**src/design/apsm_pkg.sv**
```systemverilog
`default_nettype none
// ----------------------------------------------------------------------------
// apsm_pkg
// Shared types, constants and helpers of the axis position settle monitor.
// ----------------------------------------------------------------------------
package apsm_pkg;

	// axis store and field widths
	localparam int MAX_AXES = 8;
	localparam int AXIS_W   = $clog2(MAX_AXES);
	localparam int POS_W    = 20;
	localparam int ACT_W    = 21;
	localparam int TIMER_W  = 17;
	localparam int BAND_W   = 14;
	localparam int CNT_W    = 4;

	// band arithmetic: factor width holds 10000 plus the widest band, signed
	localparam int FACT_W = 16;
	localparam int PROD_W = ACT_W + FACT_W;
	localparam logic signed [FACT_W-1:0] BAND_SCALE = 16'sd10000;

	// timers stop counting here
	localparam logic [TIMER_W-1:0] TIMER_LIMIT = 17'd99990;

	// configuration port
	localparam int ADDR_W = 5;
	localparam int DATA_W = 32;

	typedef enum logic [2:0] {
		REG_AXIS_COUNT    = 3'd0,
		REG_CHANGE_DELAY  = 3'd1,
		REG_STABLE_TIME   = 3'd2,
		REG_FAULT_TIMEOUT = 3'd3,
		REG_WARNING_BAND  = 3'd4,
		REG_FAULT_BAND    = 3'd5
	} reg_idx_t;

	// register reset values
	localparam logic [CNT_W-1:0]   AXIS_COUNT_RST    = 4'd1;
	localparam logic [TIMER_W-1:0] CHANGE_DELAY_RST  = 17'd0;
	localparam logic [TIMER_W-1:0] STABLE_TIME_RST   = 17'd10;
	localparam logic [TIMER_W-1:0] FAULT_TIMEOUT_RST = 17'd50;
	localparam logic [BAND_W-1:0]  BAND_RST          = 14'd0;

	typedef struct packed {
		logic [CNT_W-1:0]   axis_count;
		logic [TIMER_W-1:0] change_delay_ticks;
		logic [TIMER_W-1:0] stable_time_ticks;
		logic [TIMER_W-1:0] fault_timeout_ticks;
		logic [BAND_W-1:0]  warning_band;
		logic [BAND_W-1:0]  fault_band;
	} cfg_t;

	// saturating tick counter step
	function automatic logic [TIMER_W-1:0] sat_inc(input logic [TIMER_W-1:0] v);
		sat_inc = (v >= TIMER_LIMIT) ? TIMER_LIMIT : v + TIMER_W'(1);
	endfunction

endpackage
`default_nettype wire

```
**src/design/apsm_cfg_regs.sv**
```systemverilog
`default_nettype none
// ----------------------------------------------------------------------------
// apsm_cfg_regs
// Register file behind the APB-style configuration port.
// ----------------------------------------------------------------------------
module apsm_cfg_regs (
	input  wire logic                          clk,
	input  wire logic                          arst_n,
	input  wire logic                          psel,
	input  wire logic                          penable,
	input  wire logic                          pwrite,
	input  wire logic [apsm_pkg::ADDR_W-1:0]   paddr,
	input  wire logic [apsm_pkg::DATA_W-1:0]   pwdata,
	output logic      [apsm_pkg::DATA_W-1:0]   prdata,
	output logic                               pready,
	output apsm_pkg::cfg_t                     cfg
);

	apsm_pkg::cfg_t cfg_q;
	logic           wr_en;
	logic [2:0]     reg_idx;

	assign pready  = 1'b1;
	assign wr_en   = psel & penable & pwrite;
	assign reg_idx = paddr[apsm_pkg::ADDR_W-1:2];
	assign cfg     = cfg_q;

	// register writes, indexes beyond the list are dropped
	always_ff @(posedge clk or negedge arst_n) begin
		if (!arst_n) begin
			cfg_q.axis_count          <= apsm_pkg::AXIS_COUNT_RST;
			cfg_q.change_delay_ticks  <= apsm_pkg::CHANGE_DELAY_RST;
			cfg_q.stable_time_ticks   <= apsm_pkg::STABLE_TIME_RST;
			cfg_q.fault_timeout_ticks <= apsm_pkg::FAULT_TIMEOUT_RST;
			cfg_q.warning_band        <= apsm_pkg::BAND_RST;
			cfg_q.fault_band          <= apsm_pkg::BAND_RST;
		end else if (wr_en) begin
			unique case (reg_idx)
				apsm_pkg::REG_AXIS_COUNT:
					cfg_q.axis_count <= pwdata[apsm_pkg::CNT_W-1:0];
				apsm_pkg::REG_CHANGE_DELAY:
					cfg_q.change_delay_ticks <= pwdata[apsm_pkg::TIMER_W-1:0];
				apsm_pkg::REG_STABLE_TIME:
					cfg_q.stable_time_ticks <= pwdata[apsm_pkg::TIMER_W-1:0];
				apsm_pkg::REG_FAULT_TIMEOUT:
					cfg_q.fault_timeout_ticks <= pwdata[apsm_pkg::TIMER_W-1:0];
				apsm_pkg::REG_WARNING_BAND:
					cfg_q.warning_band <= pwdata[apsm_pkg::BAND_W-1:0];
				apsm_pkg::REG_FAULT_BAND:
					cfg_q.fault_band <= pwdata[apsm_pkg::BAND_W-1:0];
				default: ;
			endcase
		end
	end

	// read mux
	always_comb begin
		prdata = '0;
		unique case (reg_idx)
			apsm_pkg::REG_AXIS_COUNT:
				prdata = apsm_pkg::DATA_W'(cfg_q.axis_count);
			apsm_pkg::REG_CHANGE_DELAY:
				prdata = apsm_pkg::DATA_W'(cfg_q.change_delay_ticks);
			apsm_pkg::REG_STABLE_TIME:
				prdata = apsm_pkg::DATA_W'(cfg_q.stable_time_ticks);
			apsm_pkg::REG_FAULT_TIMEOUT:
				prdata = apsm_pkg::DATA_W'(cfg_q.fault_timeout_ticks);
			apsm_pkg::REG_WARNING_BAND:
				prdata = apsm_pkg::DATA_W'(cfg_q.warning_band);
			apsm_pkg::REG_FAULT_BAND:
				prdata = apsm_pkg::DATA_W'(cfg_q.fault_band);
			default:
				prdata = '0;
		endcase
	end

endmodule
`default_nettype wire

```
**config.mk**
```make
export PLATFORM = sky130hd
export DESIGN_NAME = apsm_cfg_regs
export DESIGN_NICKNAME = d
export VERILOG_FILES = /design/src/design/apsm_pkg.sv /design/src/design/apsm_cfg_regs.sv
export SDC_FILE = /design/constraint.sdc
export NUM_CORES = 1
export LEC_CHECK = 0
export BUFFER_PORTS_ARGS = -buffer_cell sky130_fd_sc_hd__buf_2
export CELL_PAD_IN_SITES_DETAIL_PLACEMENT = 1
export CELL_PAD_IN_SITES_GLOBAL_PLACEMENT = 2
export CORE_MARGIN = 4
export CORE_UTILIZATION = 34
export DETAILED_ROUTE_END_ITERATION = 7
export PLACE_DENSITY = 0.92
export SETUP_SLACK_MARGIN = 0.05
export SYNTH_ARGS = -nofsm -noshare
export SYNTH_HDL_FRONTEND = slang
export SYNTH_SLANG_ARGS = --single-unit
```
**constraint.sdc**
```tcl
create_clock -name clk -period 2.9 [get_ports clk]
set_clock_uncertainty 0.15 [all_clocks]
set_input_delay 0.58 -clock clk [delete_from_list [all_inputs] [get_ports clk]]
set_output_delay 0.58 -clock clk [all_outputs]
set_load 0.02 [all_outputs]
```
=== Word-level counts from Yosys, hierarchy flattened ===
Index checks and enable logic that the tools add are counted.

* Equality and inequality tests: 5
* Multiplexer cells: 1
* Bitwise operators: 2
* Reductions and logical operators: 7

{| class="wikitable"
|+ Operator list
! cell !! count
|-
| 17-bit case mux with 6 select lines || 1
|-
| 2-bit AND reduction || 6
|-
| 3-bit by 2-bit == test with 1-bit output, second input constant || 2
|-
| 3-bit == test, second input constant || 2
|-
| 3-bit by 1-bit == test with 1-bit output, second input constant || 1
|-
| 3-bit logical NOT || 1
|-
| 1-bit AND || 2
|}

* Register bits after elaboration: 83
* Input port bits: 42
* Output and inout bits: 116
* Word-level logic and storage cells: 21

=== Logic depth before layout (Yosys ltp) ===
* Depth in word-level cells: 3
* Gate-level depth with buffers: 6
* Mapped depth without buffers: 3

=== Least setup slack after synthesis ===
Ideal clock, no wire load.

* Kind: input to output
* From: in paddr[3] (netlist bit)
* To: out prdata[3] (netlist bit)
* Arrival: 1685 ps
* Required time: 2170 ps
* Setup slack: 485 ps
* Stages: 5
* Path buffers: 3
* Path through: buf_2 nand2b_1 buf_2 buf_2 o21ai_0

* Longest elaborated chain between the ends: 2
* Elaborated cells between the ends (all ways): 7
* Those cells by class: eq/ne (5); mux (1); reduce/logical (1)

{| class="wikitable"
|+ RTL lines
! element !! RTL line !! RTL
|-
| start, declared || apsm_cfg_regs.sv:12 || <nowiki>input wire logic [apsm_pkg::ADDR_W-1:0] paddr,</nowiki>
|-
| 3-bit == test, or another cell as far along || apsm_cfg_regs.sv:59 || <nowiki>unique case (reg_idx)</nowiki>
|-
| 17-bit case mux with 6 select lines (*) || apsm_cfg_regs.sv:59 ||
|-
| end, declared || apsm_cfg_regs.sv:14 || <nowiki>output logic [apsm_pkg::DATA_W-1:0] prdata,</nowiki>
|}

Every way passes the cells marked *; elsewhere a longest branch is shown, timed or not.

=== Final worst setup path ===
* From: in paddr[4] (netlist bit)
* To: out prdata[2] (netlist bit)

The elaborated chain is that of the path after synthesis.

==> results.ini <==
[floorplan]
die_w_um=116.5
std_cell_rows=39
coreArea_um2=11470
die_area_um2=13560
ios=158
die_y_um=116.5
initial_core_util=0.3487

[sta]
slew_headroom=0.6163
fin_setup_tns_ps=0
finalMaxSlewViolations=0
setup_violations=0
finalHoldViolations=0
worst_pin_slew_ps=574.1
max_freq_ghz=0.4046
fin_crit_sh=0.8523
rsz0062_at_grt=no
layout_min_cycle_time_ps=2472
holdWs_ps=68.63

[route]
wl_per_cell_um=19.85
drc=0
ant_nets=0
vias_per_cell=4.968
initialDrtViolationCount=138
wirelength_um=11140
vias=2787
drtPass1Iterations=4

[synthesis]
ys_seq_elements=83
synth_edf_count=0
synthArstFlopShare=1.000
ys_types=28
synth_area_per_cell_um2=14.08
syn_inst=284
netlist_area_um2=3999
yosysWarnings=0
ys_seq_area_frac=0.5213
synth_ff_type=dfrtp_1

[place]
gp_congestion=0.7331
port_buffers=124
dp_cells=545
place_area_um2=4733
dp_hpwl_um=8000

[clocking]
cts_tree=built
h-tree-depth=3
clockBufferDepth=2
post_cts_buffers=0
clock_latency_ps=330
path_clk_slew_ps=60
cts-resized-gates=0
ctsHoldBuffers=0
numCtsBuffers=9
clkSinkCount=83
cts-root-buf=clkbuf_16

[finish]
drive_above_1_share=0.5933
final-seq-area_um2=2085
syn_to_final_growth_pct=26.10
nets=455
multiInputGateArea_um2=1708
largest_reg_flops=83
fillCellCount=1222
antenna_cells=0
fin_area_um2=5042
fin_cells=561

[status]
status=finished, final reports clean

[global_route]
grt_pass1_vias=2984
grt_start_max_net_pins=39
grt_use_total=0.1689
grt_pass1_wl_um=17110
antenna_found_initial=0
gr-total-overflow=0

[pwr]
total_power_mw=3.849
combPwrFrac=0.287
intPower_mw=2.581
p_leak_nw=2.578
peakVddDrop_v=0.0004647
p_switching_mw=1.268
power_density_nw_per_um2=763.3
clkPwrFrac=0.304
seq_power_share=0.409
switching_share=0.3295

[critical_path]
worstPathRequired_ps=2170
path_class=primary input to primary output
cp_data_arrival_time_ps=1740
cp-startpoint=paddr[4]
start_kind=primary input
r2r_start=cfg[54]
path_max_fanout=8
end_kind=primary output

[job]
cap_violations=0

[worst_hold_path]
hold_path.class=primary input to asynchronous set/reset pin

## kinds of logic after synthesis
logic type | after synthesis | synth area share
AOI/OAI and AO/OA | 31 | 0.05820
buffers and inverters | 34 | 0.06476
DFF | 83 | 0.5213
muxes | 117 | 0.3198
other | 2 | 0.001878
and+or+nand+nor | 17 | 0.03410
## synthesized netlist by cell type (all sizes together), types with 2 or more instances
| library cell | count | area (um2) |
|---|---|---|
| o21ai | 3 | 15.01 |
| mux2 | 86 | 968.4 |
| mux2i | 31 | 310.3 |
| o22a | 3 | 26.28 |
| conb | 2 | 7.510 |
| dfstp | 6 | 157.7 |
| a31o | 10 | 87.58 |
| buf | 33 | 255.2 |
| nor2 | 10 | 86.33 |
| a22oi | 3 | 22.52 |
| o22ai | 10 | 62.56 |
| nand2b | 2 | 12.51 |
| dfrtp | 77 | 1927 |
## worst paths after layout
path / end / cells after the start / slack [ps]
hold / removal: cfg[59] / 1 / 70
max in group asynchronous: cfg[48] / 2 / 1830
hold reg to reg: cfg[76] / 1 / 360
setup reg to reg: cfg[54] / 1 / 1930
setup / recovery: prdata[2] / 5 / 430
min in group clk: cfg[76] / 2 / 350
## cells in the final DEF (no fill, tap or decap), types with 2 or more instances in the layout
cell	Yosys	layout
buf_2	9	123
dfrtp_1	77	77
mux2_2	74	74
mux2i_1	31	31
conb_1	2	16
mux2_1	12	12
buf_4	17	11
o22ai_1	10	10
a31o_2	10	10
clkbuf_16	0	9
dfstp_2	6	6
nor2_1	4	4
nor2_4	4	4
o22a_1	3	3
o21ai_0	3	3
a22oi_1	3	3
clkbuf_8	0	3
buf_12	0	3
nand2b_1	2	2
clkbuf_1	0	2
## critical path, stage by stage
cell and delay, ps:
buf_2 150, or2_1 390, o32a_1 350, o221ai_1 70, buf_2 200
## power by group through the flow
| stage | registers, mW | clock network, mW | logic [mW] |
|---|---|---|---|
| 5_1_grt | 1.61 | 1.27 | 1.19 |
| 6_report | 1.58 | 1.17 | 1.10 |
| 4_1_cts | 1.58 | 1.21 | 1.12 |
| 3_5_place_dp | 1.60 | 0 | 1.12 |
| 3_3_place_gp | 1.58 | 0 | 1.09 |
| 2_1_floorplan | 1.85 | 0 | 0.433 |
## stage by stage
| stage | utilization | worst slack [ps] |
|---|---|---|
| 2_1_floorplan | - | 485.2 |
| 3_3_place_gp | 0.4128 | 386.0 |
| 3_5_place_dp | 0.4128 | 341.7 |
| 4_1_cts | 0.4397 | 412.0 |
| 5_1_grt | 0.4397 | 360.2 |
| 6_report | 0.4397 | 428.2 |
## routing by layer
metal | track usage | routed length [um]
met1 | 0.2248 | 5147
met2 | 0.2685 | 5193
met3 | 0.05699 | 775
met4 | 0.03712 | 20
met5 | 0 | 0
## layout make-up
cell class,count,share of cell area
flip-flops and latches,83,0.4134
inverters,1,0.0007444
clock inverters,2,0.006948
well taps,143,0.03548
multi-input cells,181,0.3387
repair buffers,137,0.1504
clock buffers,14,0.05434
(Power assumes the default switching activity.)
