[config.mk]
export PLATFORM = sky130hd
export DESIGN_NAME = apsm_axis_state
export DESIGN_NICKNAME = d
export VERILOG_FILES = /design/src/design/apsm_pkg.sv /design/src/design/apsm_axis_state.sv
export SDC_FILE = /design/constraint.sdc
export NUM_CORES = 1
export LEC_CHECK = 0
export BUFFER_PORTS_ARGS = -buffer_cell sky130_fd_sc_hd__buf_2
export CORE_ASPECT_RATIO = 2
export CORE_UTILIZATION = 45
export CTS_BUF_LIST = sky130_fd_sc_hd__clkbuf_8
export CTS_CLUSTER_DIAMETER = 120
export CTS_CLUSTER_SIZE = 40
export DETAILED_ROUTE_END_ITERATION = 16
export SLEW_MARGIN = 30
export SYNTH_ARGS = -nofsm -noshare
export SYNTH_HDL_FRONTEND = slang
export SYNTH_SLANG_ARGS = --single-unit
export TNS_END_PERCENT = 100
[constraint.sdc]
create_clock -name clk -period 15.95 [get_ports clk]
set_input_delay 1.595 -clock clk [delete_from_list [all_inputs] [get_ports clk]]
set_output_delay 1.595 -clock clk [all_outputs]
set_load 0.005 [all_outputs]
[src/design/apsm_pkg.sv]
`default_nettype none
// ----------------------------------------------------------------------------
// apsm_pkg
// Shared types, constants and helpers of the axis position settle monitor.
// ----------------------------------------------------------------------------
package apsm_pkg;

	// axis store and field widths
	localparam int MAX_AXES = 8;
	localparam int AXIS_W   = $clog2(MAX_AXES);
	localparam int POS_W    = 20;
	localparam int ACT_W    = 21;
	localparam int TIMER_W  = 17;
	localparam int BAND_W   = 14;
	localparam int CNT_W    = 4;

	// band arithmetic: factor width holds 10000 plus the widest band, signed
	localparam int FACT_W = 16;
	localparam int PROD_W = ACT_W + FACT_W;
	localparam logic signed [FACT_W-1:0] BAND_SCALE = 16'sd10000;

	// timers stop counting here
	localparam logic [TIMER_W-1:0] TIMER_LIMIT = 17'd99990;

	// configuration port
	localparam int ADDR_W = 5;
	localparam int DATA_W = 32;

	typedef enum logic [2:0] {
		REG_AXIS_COUNT    = 3'd0,
		REG_CHANGE_DELAY  = 3'd1,
		REG_STABLE_TIME   = 3'd2,
		REG_FAULT_TIMEOUT = 3'd3,
		REG_WARNING_BAND  = 3'd4,
		REG_FAULT_BAND    = 3'd5
	} reg_idx_t;

	// register reset values
	localparam logic [CNT_W-1:0]   AXIS_COUNT_RST    = 4'd1;
	localparam logic [TIMER_W-1:0] CHANGE_DELAY_RST  = 17'd0;
	localparam logic [TIMER_W-1:0] STABLE_TIME_RST   = 17'd10;
	localparam logic [TIMER_W-1:0] FAULT_TIMEOUT_RST = 17'd50;
	localparam logic [BAND_W-1:0]  BAND_RST          = 14'd0;

	typedef struct packed {
		logic [CNT_W-1:0]   axis_count;
		logic [TIMER_W-1:0] change_delay_ticks;
		logic [TIMER_W-1:0] stable_time_ticks;
		logic [TIMER_W-1:0] fault_timeout_ticks;
		logic [BAND_W-1:0]  warning_band;
		logic [BAND_W-1:0]  fault_band;
	} cfg_t;

	// saturating tick counter step
	function automatic logic [TIMER_W-1:0] sat_inc(input logic [TIMER_W-1:0] v);
		sat_inc = (v >= TIMER_LIMIT) ? TIMER_LIMIT : v + TIMER_W'(1);
	endfunction

endpackage
`default_nettype wire

[src/design/apsm_axis_state.sv]
`default_nettype none
// ----------------------------------------------------------------------------
// apsm_axis_state
// Per-axis timers and flags, combinational update into the state store, result register.
// ----------------------------------------------------------------------------
module apsm_axis_state (
	input  wire logic                               clk,
	input  wire logic                               arst_n,
	input  wire logic                               en,
	input  wire logic                               item_valid,
	input  wire logic [apsm_pkg::AXIS_W-1:0]        item_axis,
	input  wire logic [apsm_pkg::POS_W-1:0]         item_target,
	input  wire logic                               band_fail,
	input  wire apsm_pkg::cfg_t                     cfg,
	output logic                                    result_valid,
	output logic [apsm_pkg::AXIS_W-1:0]             axis_out,
	output logic                                    settle_done,
	output logic                                    out_of_band,
	output logic                                    axis_stable,
	output logic                                    axis_fault,
	output logic                                    all_stable,
	output logic                                    any_fault
);

	// per-axis state
	logic [apsm_pkg::POS_W-1:0]   last_target_q  [apsm_pkg::MAX_AXES];
	logic [apsm_pkg::TIMER_W-1:0] settle_timer_q [apsm_pkg::MAX_AXES];
	logic [apsm_pkg::TIMER_W-1:0] stable_timer_q [apsm_pkg::MAX_AXES];
	logic [apsm_pkg::TIMER_W-1:0] fault_timer_q  [apsm_pkg::MAX_AXES];
	logic [apsm_pkg::MAX_AXES-1:0] running_q, settled_q, stable_q, fault_q;

	// next values of the addressed axis
	logic [apsm_pkg::TIMER_W-1:0] settle_nx, stable_tmr_nx, fault_tmr_nx, settle_adv;
	logic                         running_nx, settled_nx, stable_nx, fault_nx;
	logic                         changed, checked, oob_nx;
	logic [apsm_pkg::MAX_AXES-1:0] stable_vec, fault_vec, in_use;
	logic                         all_stable_nx, any_fault_nx;
	logic                         upd;

	// result register
	logic                          result_valid_q;
	logic [apsm_pkg::AXIS_W-1:0]   axis_q;
	logic                          settle_done_q, oob_q, stable_out_q, fault_out_q;
	logic                          all_stable_q, any_fault_q;

	assign upd = en & item_valid;

	// tick update for the addressed axis
	always_comb begin
		settle_nx     = settle_timer_q[item_axis];
		stable_tmr_nx = stable_timer_q[item_axis];
		fault_tmr_nx  = fault_timer_q[item_axis];
		running_nx    = running_q[item_axis];
		settled_nx    = settled_q[item_axis];
		stable_nx     = stable_q[item_axis];
		fault_nx      = fault_q[item_axis];
		checked       = 1'b0;
		oob_nx        = 1'b0;
		changed       = last_target_q[item_axis] != item_target;
		settle_adv    = running_q[item_axis] ? apsm_pkg::sat_inc(settle_timer_q[item_axis])
			: settle_timer_q[item_axis];

		if (changed) begin
			// new setpoint restarts the settle delay
			settle_nx     = '0;
			running_nx    = 1'b1;
			settled_nx    = 1'b0;
			stable_tmr_nx = '0;
			stable_nx     = 1'b0;
			fault_tmr_nx  = '0;
			fault_nx      = 1'b0;
		end else if (settled_q[item_axis]) begin
			checked = 1'b1;
		end else if (cfg.change_delay_ticks <= settle_adv) begin
			settle_nx  = '0;
			running_nx = 1'b0;
			settled_nx = 1'b1;
			checked    = 1'b1;
		end else begin
			settle_nx = settle_adv;
		end

		if (checked) begin
			if (band_fail) begin
				oob_nx = 1'b1;
				if (cfg.fault_timeout_ticks <= fault_timer_q[item_axis]) begin
					fault_tmr_nx = '0;
					fault_nx     = 1'b1;
				end else begin
					fault_tmr_nx = apsm_pkg::sat_inc(fault_timer_q[item_axis]);
				end
				stable_tmr_nx = '0;
				stable_nx     = 1'b0;
			end else begin
				if (cfg.stable_time_ticks <= stable_timer_q[item_axis]) begin
					stable_tmr_nx = '0;
					stable_nx     = 1'b1;
				end else begin
					stable_tmr_nx = apsm_pkg::sat_inc(stable_timer_q[item_axis]);
				end
				fault_tmr_nx = '0;
				fault_nx     = 1'b0;
			end
		end
	end

	// summaries over axes in use, with this tick's flags merged in
	always_comb begin
		stable_vec            = stable_q;
		fault_vec             = fault_q;
		stable_vec[item_axis] = stable_nx;
		fault_vec[item_axis]  = fault_nx;
		for (int i = 0; i < apsm_pkg::MAX_AXES; i++) begin
			in_use[i] = apsm_pkg::CNT_W'(i) < cfg.axis_count;
		end
		all_stable_nx = &(stable_vec | ~in_use);
		any_fault_nx  = |(fault_vec & in_use);
	end

	// state store
	always_ff @(posedge clk or negedge arst_n) begin
		if (!arst_n) begin
			for (int i = 0; i < apsm_pkg::MAX_AXES; i++) begin
				last_target_q[i]  <= '0;
				settle_timer_q[i] <= '0;
				stable_timer_q[i] <= '0;
				fault_timer_q[i]  <= '0;
			end
			running_q <= '0;
			settled_q <= '0;
			stable_q  <= '0;
			fault_q   <= '0;
		end else if (upd) begin
			last_target_q[item_axis]  <= item_target;
			settle_timer_q[item_axis] <= settle_nx;
			stable_timer_q[item_axis] <= stable_tmr_nx;
			fault_timer_q[item_axis]  <= fault_tmr_nx;
			running_q[item_axis]      <= running_nx;
			settled_q[item_axis]      <= settled_nx;
			stable_q[item_axis]       <= stable_nx;
			fault_q[item_axis]        <= fault_nx;
		end
	end

	// result valid
	always_ff @(posedge clk or negedge arst_n) begin
		if (!arst_n) begin
			result_valid_q <= 1'b0;
		end else if (en) begin
			result_valid_q <= item_valid;
		end
	end

	// result payload
	always_ff @(posedge clk) begin
		if (upd) begin
			axis_q        <= item_axis;
			settle_done_q <= settled_nx;
			oob_q         <= oob_nx;
			stable_out_q  <= stable_nx;
			fault_out_q   <= fault_nx;
			all_stable_q  <= all_stable_nx;
			any_fault_q   <= any_fault_nx;
		end
	end

	assign result_valid = result_valid_q;
	assign axis_out     = axis_q;
	assign settle_done  = settle_done_q;
	assign out_of_band  = oob_q;
	assign axis_stable  = stable_out_q;
	assign axis_fault   = fault_out_q;
	assign all_stable   = all_stable_q;
	assign any_fault    = any_fault_q;

`ifndef SYNTHESIS
	// an axis is never stable and faulted at once
	a_stable_fault_excl: assert property (@(posedge clk) disable iff (!arst_n)
		(stable_q & fault_q) == '0)
		else $error("axis both stable and faulted");

	// stable or fault only after the settle delay has passed
	a_flags_need_settle: assert property (@(posedge clk) disable iff (!arst_n)
		((stable_q | fault_q) & ~settled_q) == '0)
		else $error("flag set on unsettled axis");

	// settle timer stops once the axis is settled
	a_running_not_settled: assert property (@(posedge clk) disable iff (!arst_n)
		(running_q & settled_q) == '0)
		else $error("settle timer running on settled axis");

	// an out-of-band result comes from a settled, non-stable axis
	a_oob_result: assert property (@(posedge clk) disable iff (!arst_n)
		result_valid_q && oob_q |-> settle_done_q && !stable_out_q)
		else $error("out of band on unsettled or stable result");

	// a new setpoint is reported with all flags clear
	a_change_clears: assert property (@(posedge clk) disable iff (!arst_n)
		upd && changed |=> !settle_done_q && !stable_out_q && !fault_out_q && !oob_q)
		else $error("setpoint change left a flag set");
`endif

endmodule
`default_nettype wire

### Word level (Yosys, flattened, before mapping)

Cells that the tools add are included.
Widths: inputs -> output; s select.

| storage, ports and cells | value |
|---|---|
| RAM bits | 0 |
| bits in latches | 0 |
| input port bits | 111 |
| register bits after elaboration | 610 |
| ROM bits | 0 |
| logic and storage cells | 139 |
| memories kept | 0 |
| output and inout bits | 10 |

| cells by class | value |
|---|---|
| divide/modulo/power cells | 0 |
| reductions and logical operators | 4 |
| muxes and demuxes | 64 |
| shift operators | 0 |
| multiply operators | 0 |
| bitwise logic cells | 5 |
| add/subtract/negate cells | 3 |
| eq/ne operators | 1 |
| $lt $le $gt $ge | 18 |

Operators with widths:

| kind | number |
|---|---|
| $bwmux 136 | 3 |
| $mux 17 | 22 |
| $bwmux 160 | 1 |
| $bmux 17 s3 | 3 |
| $bmux 20 s3 | 1 |
| $demux 20 s3 | 1 |
| $mux 20 | 3 |
| $add 17x1->17 const B | 3 |
| $demux 17 s3 | 1 |
| $ge 17x17->1 const B | 3 |
| $le 17x17->1 | 3 |
| $bwmux 8 | 4 |
| $mux 1 | 20 |
| $ne 20x20->1 | 1 |
| $lt 3x4->1 const A | 4 |
| $bmux 1 s3 | 4 |
| $and 8x8->8 | 1 |
| $lt 1x4->1 const A | 2 |
| $lt 2x4->1 const A | 2 |
| $not 8->8 | 1 |
| $or 8x8->8 | 1 |
| $reduce_and 8->1 | 1 |
| $reduce_or 8->1 | 1 |
| $ge 4x4->1 const B | 1 |
| other kinds (7) | 8 |

### Logic depth before layout (Yosys ltp)

Gate-level depths: netlist of the first run.

| depth | value |
|---|---|
| depth in word-level cells | 15 |
| gate-level depth with buffers | 31 |
| gate-level depth less buffers | 23 |

### Worst setup path after synthesis of the first run

OpenSTA, ideal clock, no wires.

| timing path | value |
|---|---|
| kind | input-to-reg |
| start point | input port item_axis[1] in the netlist's numbering |
| end point | register fault_timer_q[113] in the netlist's numbering |
| required time | 15.868 ns |
| path slack | 8.560 ns |
| stages | 29 |
| setup time | 0.082 ns |
| arrival time | 7.307 ns |
| cells stage by stage | buf_6 > buf_6 > buf_8 > buf_4 > buf_2 > a221oi_1 > o21ai_1 > inv_1 > ha_1 > inv_1 > o211ai_1 > a2111o_1 > a211o_1 > nand2_1 > clkbuf_1 > buf_1 > o21ai_0 > ha_1 > and4_1 > and4_1 > a221oi_1 > o211ai_1 > and2_1 > clkbuf_1 > or3_1 > clkbuf_1 > nor3_1 > nand3_1 > a31oi_1 |

| between the ends | value |
|---|---|
| longest elaborated chain between the ends | 13 |
| elaborated cells between the ends (all ways) | 37 |
| classes of those cells | add/sub (2); order compare (6); eq/ne (1); mux (26); bitwise (1); reduce/logical (1) |

Ends and longest elaborated chain:

| what | line | RTL |
|---|---|---|
| from (decl) | apsm_axis_state.sv:11 | `input wire logic [apsm_pkg::AXIS_W-1:0] item_axis,` |
| $not 3->4 (not written as such) | n/a |  |
| $bmux 17 s3 | apsm_axis_state.sv:60, apsm_axis_state.sv:61 |  |
| $mux 17 (not written as such) (2 in a row) | apsm_axis_state.sv:60, apsm_axis_state.sv:61 |  |
| $add 17x1->17 / $ge 17x17->1 (equally long branches) | apsm_pkg.sv:56 | `sat_inc = (v >= TIMER_LIMIT) ? TIMER_LIMIT : v + TIMER_W'(1);` |
| $mux 17 | apsm_pkg.sv:56 |  |
| $mux 17 | apsm_axis_state.sv:60 | `settle_adv = running_q[item_axis] ? apsm_pkg::sat_inc(settle_timer_q[item_axis])` |
| $le 17x17->1 | apsm_axis_state.sv:74 | `end else if (cfg.change_delay_ticks <= settle_adv) begin` |
| $mux 1 (2 in a row) | n/a |  |
| $mux 1 | apsm_axis_state.sv:63 | `if (changed) begin` |
| $mux 17 | apsm_axis_state.sv:83 | `if (checked) begin` |
| $bwmux 136 (*) | apsm_axis_state.sv:137 | `fault_timer_q[item_axis] <= fault_tmr_nx;` |
| to (signal, indexed assignment) | apsm_axis_state.sv:137 |  |
| to (decl) | apsm_axis_state.sv:29 | `logic [apsm_pkg::TIMER_W-1:0] fault_timer_q [apsm_pkg::MAX_AXES];` |

Mark *: on every way between the ends. The rest lies on a longest branch, timed or not. The select of a mux whose other input is x is not followed.
A chain may end at the register's enable or synchronous reset.

### Final worst setup path of the first run

| timing path | value |
|---|---|
| start point | input port item_axis[1] in the netlist's numbering |
| end point | register fault_timer_q[31] in the netlist's numbering |

The elaborated chain is that of the path after synthesis.

==> metrics, run 1 <==
Mapped Area=0.03132 mm^2; Non-Filler Instances=around 4100; post-place setup slack=between 6000 and 7000 ps; required time worst endpoint=16620 ps; Leak=14.72 nW; Critical Path Source Type=primary input; Final #Nets=3340; Sink Count=610; Final ANT Viol Nets=0; Tot GR Track Use=0.2966; Arr. time, crit path=9700 ps; Mean Syn Cell Area=approximately 9.7 um^2; Die Wd=188.6 um; Post-synth EDFFs=9; Yosys top cell by area=dfrtp_1; CP Max Fanout=58; DIE AREA=approximately 0.071 mm^2; commonest cells in the netlist=nand2_1 (785), dfrtp_1 (601), nor2_1 (217), o21ai_0 (185), clkbuf_1 (154); vias in the first global route=roughly 26000; dpl cell area=0.03249 mm^2; GRT overflow=0; flop2flop setup slack=8790 ps; drt drc=0; Final Hold Vio Count=0; Die Span Y=375.1 um; Max VDD drop=roughly 0.000069 V; worst flop-to-flop path endpoint=fault_timer_q[31]$_DFFE_PN0P_; share of synthesized flip-flops with an asynchronous set or reset=0.9852; Reg clk slew, reported paths=230 ps; global-route wire length before repair=~160000 um; hold depth=2; reg-to-reg startpoint=settle_timer_q[103]$_DFFE_PN0P_; register area share after synthesis=0.4888; status=completed; final WL=104300 um; count leader, synth=nand2_1; top-area cell type share of the netlist area=0.4801; hold slack=497.6 ps; synthesized flop and latch total=610; syn_nets=3398; largest net degree at the start of global routing=97; clock root cell=clkbuf_8; Final min period=9034 ps; final core utilization=0.4774; R2R depth=23; drt initial violations=2569; first drt pass iteration count=7; Wirelength per Cell=25.61 um; Placer Congestion=0.9023; clock latency on the worst-skew pair=740 ps; htree depth=1; DR vias/cell=6.230; hold path start=last_target_q[118]$_DFFE_PN0P_; CTS tree=done; fin. max-slew vios=0; Setup Total Neg Slack=0 ps; CTS resizes=0; Worst-Margin Slew=996.9 ps; placed cells=4048; ys flop type=dfrtp_1; Power per Cell Area=90.17 mW/mm^2; Final Setup Violations=0; total power=2.959 mW; Num CTS Buffers=19; dpl hpwl=67760 um; Post-CTS Hold Fix Bufs=0; Worst setup EP type=register; Fillers=6526; Post-CTS Setup Inserts=0; Syn-to-layout area delta=4.786%; RSZ-0062 raised after global routing=false; std cell rows=136; clk buf depth=3; core area=0.06875 mm^2; period utilization=0.5664; Fin Clk Skew=83.12 ps; crit path kind=in2reg; antenna violations before repair=4; input/output buffers=92; Starting Density=0.4556; Ports=121; fmax=roughly 0.11 GHz; max_cap viols=0; Slew headroom=0.3354; Hold Path Sink=last_target_q[118]$_DFFE_PN0P_; Design Area, Final=approximately 0.033 mm^2; layout cell share with drive strength beyond 1=0.1408; Yosys cell types=93; synth warn=0; Post-Synthesis Cells=3230; worst setup margin=6916 ps; top cells by area, synth=dfrtp_1 (48%), nand2_1 (9.4%), mux2_2 (5.2%); via count=between 20000 and 30000; hold crit path type=reg2reg
## worst max path at each step
stage / start / cells after the start / endpoint / slack, ps
after floorplan: item_axis[1] / 29 / fault_timer_q[113]$_DFFE_PN0P_ / 8560
after global placement: item_axis[2] / 25 / all_stable$_DFFE_PP_ / 6350
after detailed placement: item_axis[1] / 22 / fault_timer_q[99]$_DFFE_PN0P_ / 6260
after CTS: item_axis[1] / 22 / fault_timer_q[99]$_DFFE_PN0P_ / 7020
after global routing: item_axis[1] / 22 / fault_timer_q[31]$_DFFE_PN0P_ / 6500
final: item_axis[1] / 22 / fault_timer_q[31]$_DFFE_PN0P_ / 6920
## report_power, final
group,total [mW],switching [mW],internal (mW)
sequential,1.81,0.0887,1.72
clock,0.581,0.466,0.115
combinational,0.572,0.348,0.224
## flip-flops by register name (all words and copies together) (netlist names)
name,count
last_target_q,160
fault_timer_q,136
settle_timer_q,136
stable_timer_q,136
fault_q,8
running_q,8
settled_q,8
stable_q,8
axis_out,3
all_stable,1
any_fault,1
axis_fault,1
axis_stable,1
out_of_band,1
result_valid,1
settle_done,1
## logic make-up (layout without fill, tap and decap cells)
| group | Yosys count | in the layout | synth area share |
|---|---|---|---|
| adder cells (fa/ha/maj) | 57 | 57 | 0.02277 |
| XOR/XNOR | 29 | 29 | 0.008109 |
| buffers and inverters | 287 | 231 | 0.04186 |
| flip-flops | 610 | 610 | 0.4888 |
| other | 0 | 3 | 0 |
| multiplexers | 299 | 299 | 0.1244 |
| AND/OR/NAND/NOR | 1236 | 1236 | 0.1677 |
| AO/OA/AOI/OAI | 712 | 712 | 0.1465 |
## final cells by class
cell class	count	area [um^2]	area share
Antenna cell	3	7.507	0.0002287
Clock buffer	19	261.5	0.007967
Clock inverter	4	45.04	0.001372
Inverter	45	168.9	0.005146
Multi-Input combinational cell	2333	14830	0.4519
Sequential cell	610	15310	0.4665
Tap cell	897	1122	0.03419
Timing Repair Buffer	163	1075	0.03275
## layout by cell type, fill, tap and decap left out, types with 25 or more instances in the layout
cell type,Yosys,routed
a21oi_1,74,74
a221oi_1,34,34
a22oi_1,33,33
a31oi_1,142,142
buf_2,36,90
buf_4,15,61
dfrtp_1,601,601
ha_1,57,57
inv_1,39,41
mux2_2,146,146
mux2i_1,91,90
mux4_2,57,57
nand2_1,785,779
nand3_1,34,32
nand4_1,25,25
nor2_1,217,211
nor3_1,40,37
o21ai_0,185,184
o21ai_1,71,72
## routing by layer
layer	track usage	vias to the layer above	part of all wire
met5	0	-	0.00012
met2	0.5105	1064	0.50
met3	0.03069	298	0.056
li1	-	11300	-
met1	0.3525	12720	0.37
met4	0.1867	2	0.067
## critical path, stage by stage
cell      delay [ps]
buf_6            550
buf_4            630
buf_4            750
mux4_2           610
mux2_2           400
a2111o_1         390
a211o_1          350
nand2_1          120
buf_4            350
o21a_1           220
ha_1             250
and4_1           220
and4_1           220
a221oi_1         240
o211ai_1         140
buf_4            190
and2_1           140
buf_4            270
or3_1            690
nor4b_2          610
nand3_1          390
a31oi_1          270
(Power assumes the default switching activity.)
==> run 2, diff against run 1 <==
clock period = 9.15 ns   (was 15.95 ns; I/O delays follow)
==> metrics, run 2 (synthesized netlist as in run 1, its figures left out) <==
status=completed; area taken by multi-input logic gates=0.01483 mm^2 (unchanged); DR vias/cell=6.219 (-0.17%); Sink Count=610 (unchanged); Arr. time, crit path=7890 ps (-1810 ps); CTS tree=done; Max VDD drop=0.0001068 V (+54%); GRT overflow=0 (unchanged); CP Max Fanout=48 (-17%); RSZ-0062 raised after global routing=false; Slew headroom=0.3097 (-0.02572); final WL=104500 um (+0.13%); Wirelength per Cell=25.57 um (-0.14%); Reg with most FFs=last_target_q; Final Setup Violations=0 (unchanged); drt drc=0 (unchanged); largest net degree at the start of global routing=184 (+90%); Syn-to-layout area delta=5.173%; dpl hpwl=68010 um (+0.37%); clk buf depth=3 (unchanged); DIE AREA=0.07073 mm^2 (unchanged); max_cap viols=0 (unchanged); drt initial violations=2301 (-10%); std cell rows=136 (unchanged); hold slack=379.0 ps (-118.6 ps); Final #Nets=3349 (+0.27%); CP peak stage delay=730 ps (-20 ps); Power per Cell Area=157.0 mW/mm^2 (+74%); Reg clk slew, reported paths=230 ps (about the same); Die Wd=188.6 um (unchanged); core area=0.06875 mm^2 (unchanged); input/output buffers=92 (unchanged); Final min period=7239 ps; final core utilization=0.4792 (+0.001765); Leak=14.79 nW (+0.46%); Final Hold Vio Count=0 (unchanged); via count=25410 (+0.095%); fin. max-slew vios=0 (unchanged); vias in the first global route=25600 (-0.69%); Worst setup EP type=register; first drt pass iteration count=8 (+1); clock root cell=clkbuf_8; fmax=0.1381 GHz; required time worst endpoint=9800 ps (-6820 ps); crit path kind=in2reg; slowest CP cell=buf_4; most frequent cells in the layout=nand2_1 (779), dfrtp_1 (601), nor2_1 (211), o21ai_0 (183), mux2_2 (146); hold crit path type=in2reg; Fin Clk Skew=91.06 ps (+7.946 ps); Tot GR Track Use=0.2957 (-0.0008927); Final ANT Viol Nets=0 (unchanged); Die Span Y=375.1 um (unchanged); CP delay by family, top=simple AND/OR/NAND/NOR gates; global-route wire length before repair=158200 um (-0.31%); clock latency on the worst-skew pair=740 ps (about the same); CP cell instances=clkbuf_8 > buf_4 > nand2b_1 > o22ai_1 > or3_1 > a2111o_1 > a211o_1 > nand2_1 > o21ai_0 > ha_1 > and4_1 > and4_1 > a221oi_1 > o211ai_1 > buf_4 > and2_1 > or3_1 > nor4b_2 > nand3_1 > a31oi_1; Setup Total Neg Slack=0 ps (unchanged); Num CTS Buffers=19 (unchanged); period utilization=0.7911; Fillers=6512 (-0.21%); Largest register FFs=160 (unchanged); Worst-Margin Slew=1036 ps (+38.58 ps); Critical Path Source Type=primary input; layout cell share with drive strength beyond 1=0.1423 (+0.001487); total power=5.172 mW (+75%); Placer Congestion=0.9154 (+1.5%); Buffers & Inverters on Critical Path=3 (-3); htree depth=1 (unchanged); Starting Density=0.4556 (unchanged); Ports=121 (unchanged); sequential cell area=0.01531 mm^2 (unchanged); most common cell after layout, fill and taps aside=nand2_1; antenna violations before repair=5 (+1); Post-CTS Setup Inserts=0 (unchanged)
[run 2: stage by stage]
stage	std cells	cell area [um^2]	setup slack, ps
after floorplan	3230	31320	2440
after global placement	4051	32490	1393
after detailed placement	4051	32510	1272
after CTS	4074	32820	2051
after global routing	4082	32940	1569
final	4085	32940	1911
[run 2: worst paths after layout]
kind	from	to	slack, ps	cells after the start
max in group asynchronous	arst_n	fault_timer_q[107]$_DFFE_PN0P_	6760	5
worst max-delay path	item_axis[2]	fault_timer_q[133]$_DFFE_PN0P_	1910	20
worst min register to register	last_target_q[126]$_DFFE_PN0P_	last_target_q[126]$_DFFE_PN0P_	490	2
worst max register to register	settle_timer_q[35]$_DFFE_PN0P_	fault_timer_q[133]$_DFFE_PN0P_	2390	21
worst min-delay path	en	result_valid$_DFFE_PN0P_	380	2
min in group asynchronous	arst_n	last_target_q[158]$_DFFE_PN0P_	600	2
[run 2: timing repair]
action / CTS / global route
hold buffers: 0 / 1
endpoints found under the hold margin: 0 / 25
gates resized for setup: 0 / 0
[run 2: area by class of cell]
| class | instances | area share |
|---|---|---|
| clock inverter | 4 | 0.001367 |
| inverter | 45 | 0.005127 |
| tap | 897 | 0.03407 |
| clock buffer | 19 | 0.007938 |
| multi-input combinational | 2333 | 0.4502 |
| sequential | 610 | 0.4647 |
| antenna | 5 | 0.0003798 |
| timing repair buffer | 172 | 0.03616 |
[run 2: metal layers]
metal / routed length (um) / GRT usage / vias to the layer above
met5: 0 / 0 / -
met4: 6578 / 0.1698 / 0
met3: 5503 / 0.02480 / 276
met2: 52690 / 0.5177 / 1032
li1: - / - / 11320
met1: 39700 / 0.3542 / 12780
[run 2: report_power, final]
part           internal (mW)  leakage, nW  switching, mW
clock network          0.200        0.159          0.821
logic                  0.396         6.65          0.607
registers               3.00         7.99          0.153
[run 2: worst reg2reg max path, stage by stage, from the launching register on]
cell      delay, ps
dfrtp_1         440
mux2_2          270
a221oi_1        390
o21ai_0         330
ha_1            280
inv_1            50
o211ai_1         90
a2111o_1        450
a211o_1         340
nand2_1         480
o21ai_0         210
ha_1            350
and4_1          220
and4_1          240
a221oi_1        250
o211ai_1        130
buf_4           180
and2_1          180
or3_1           630
nor4b_2         540
nand3_1         370
a31oi_1         280
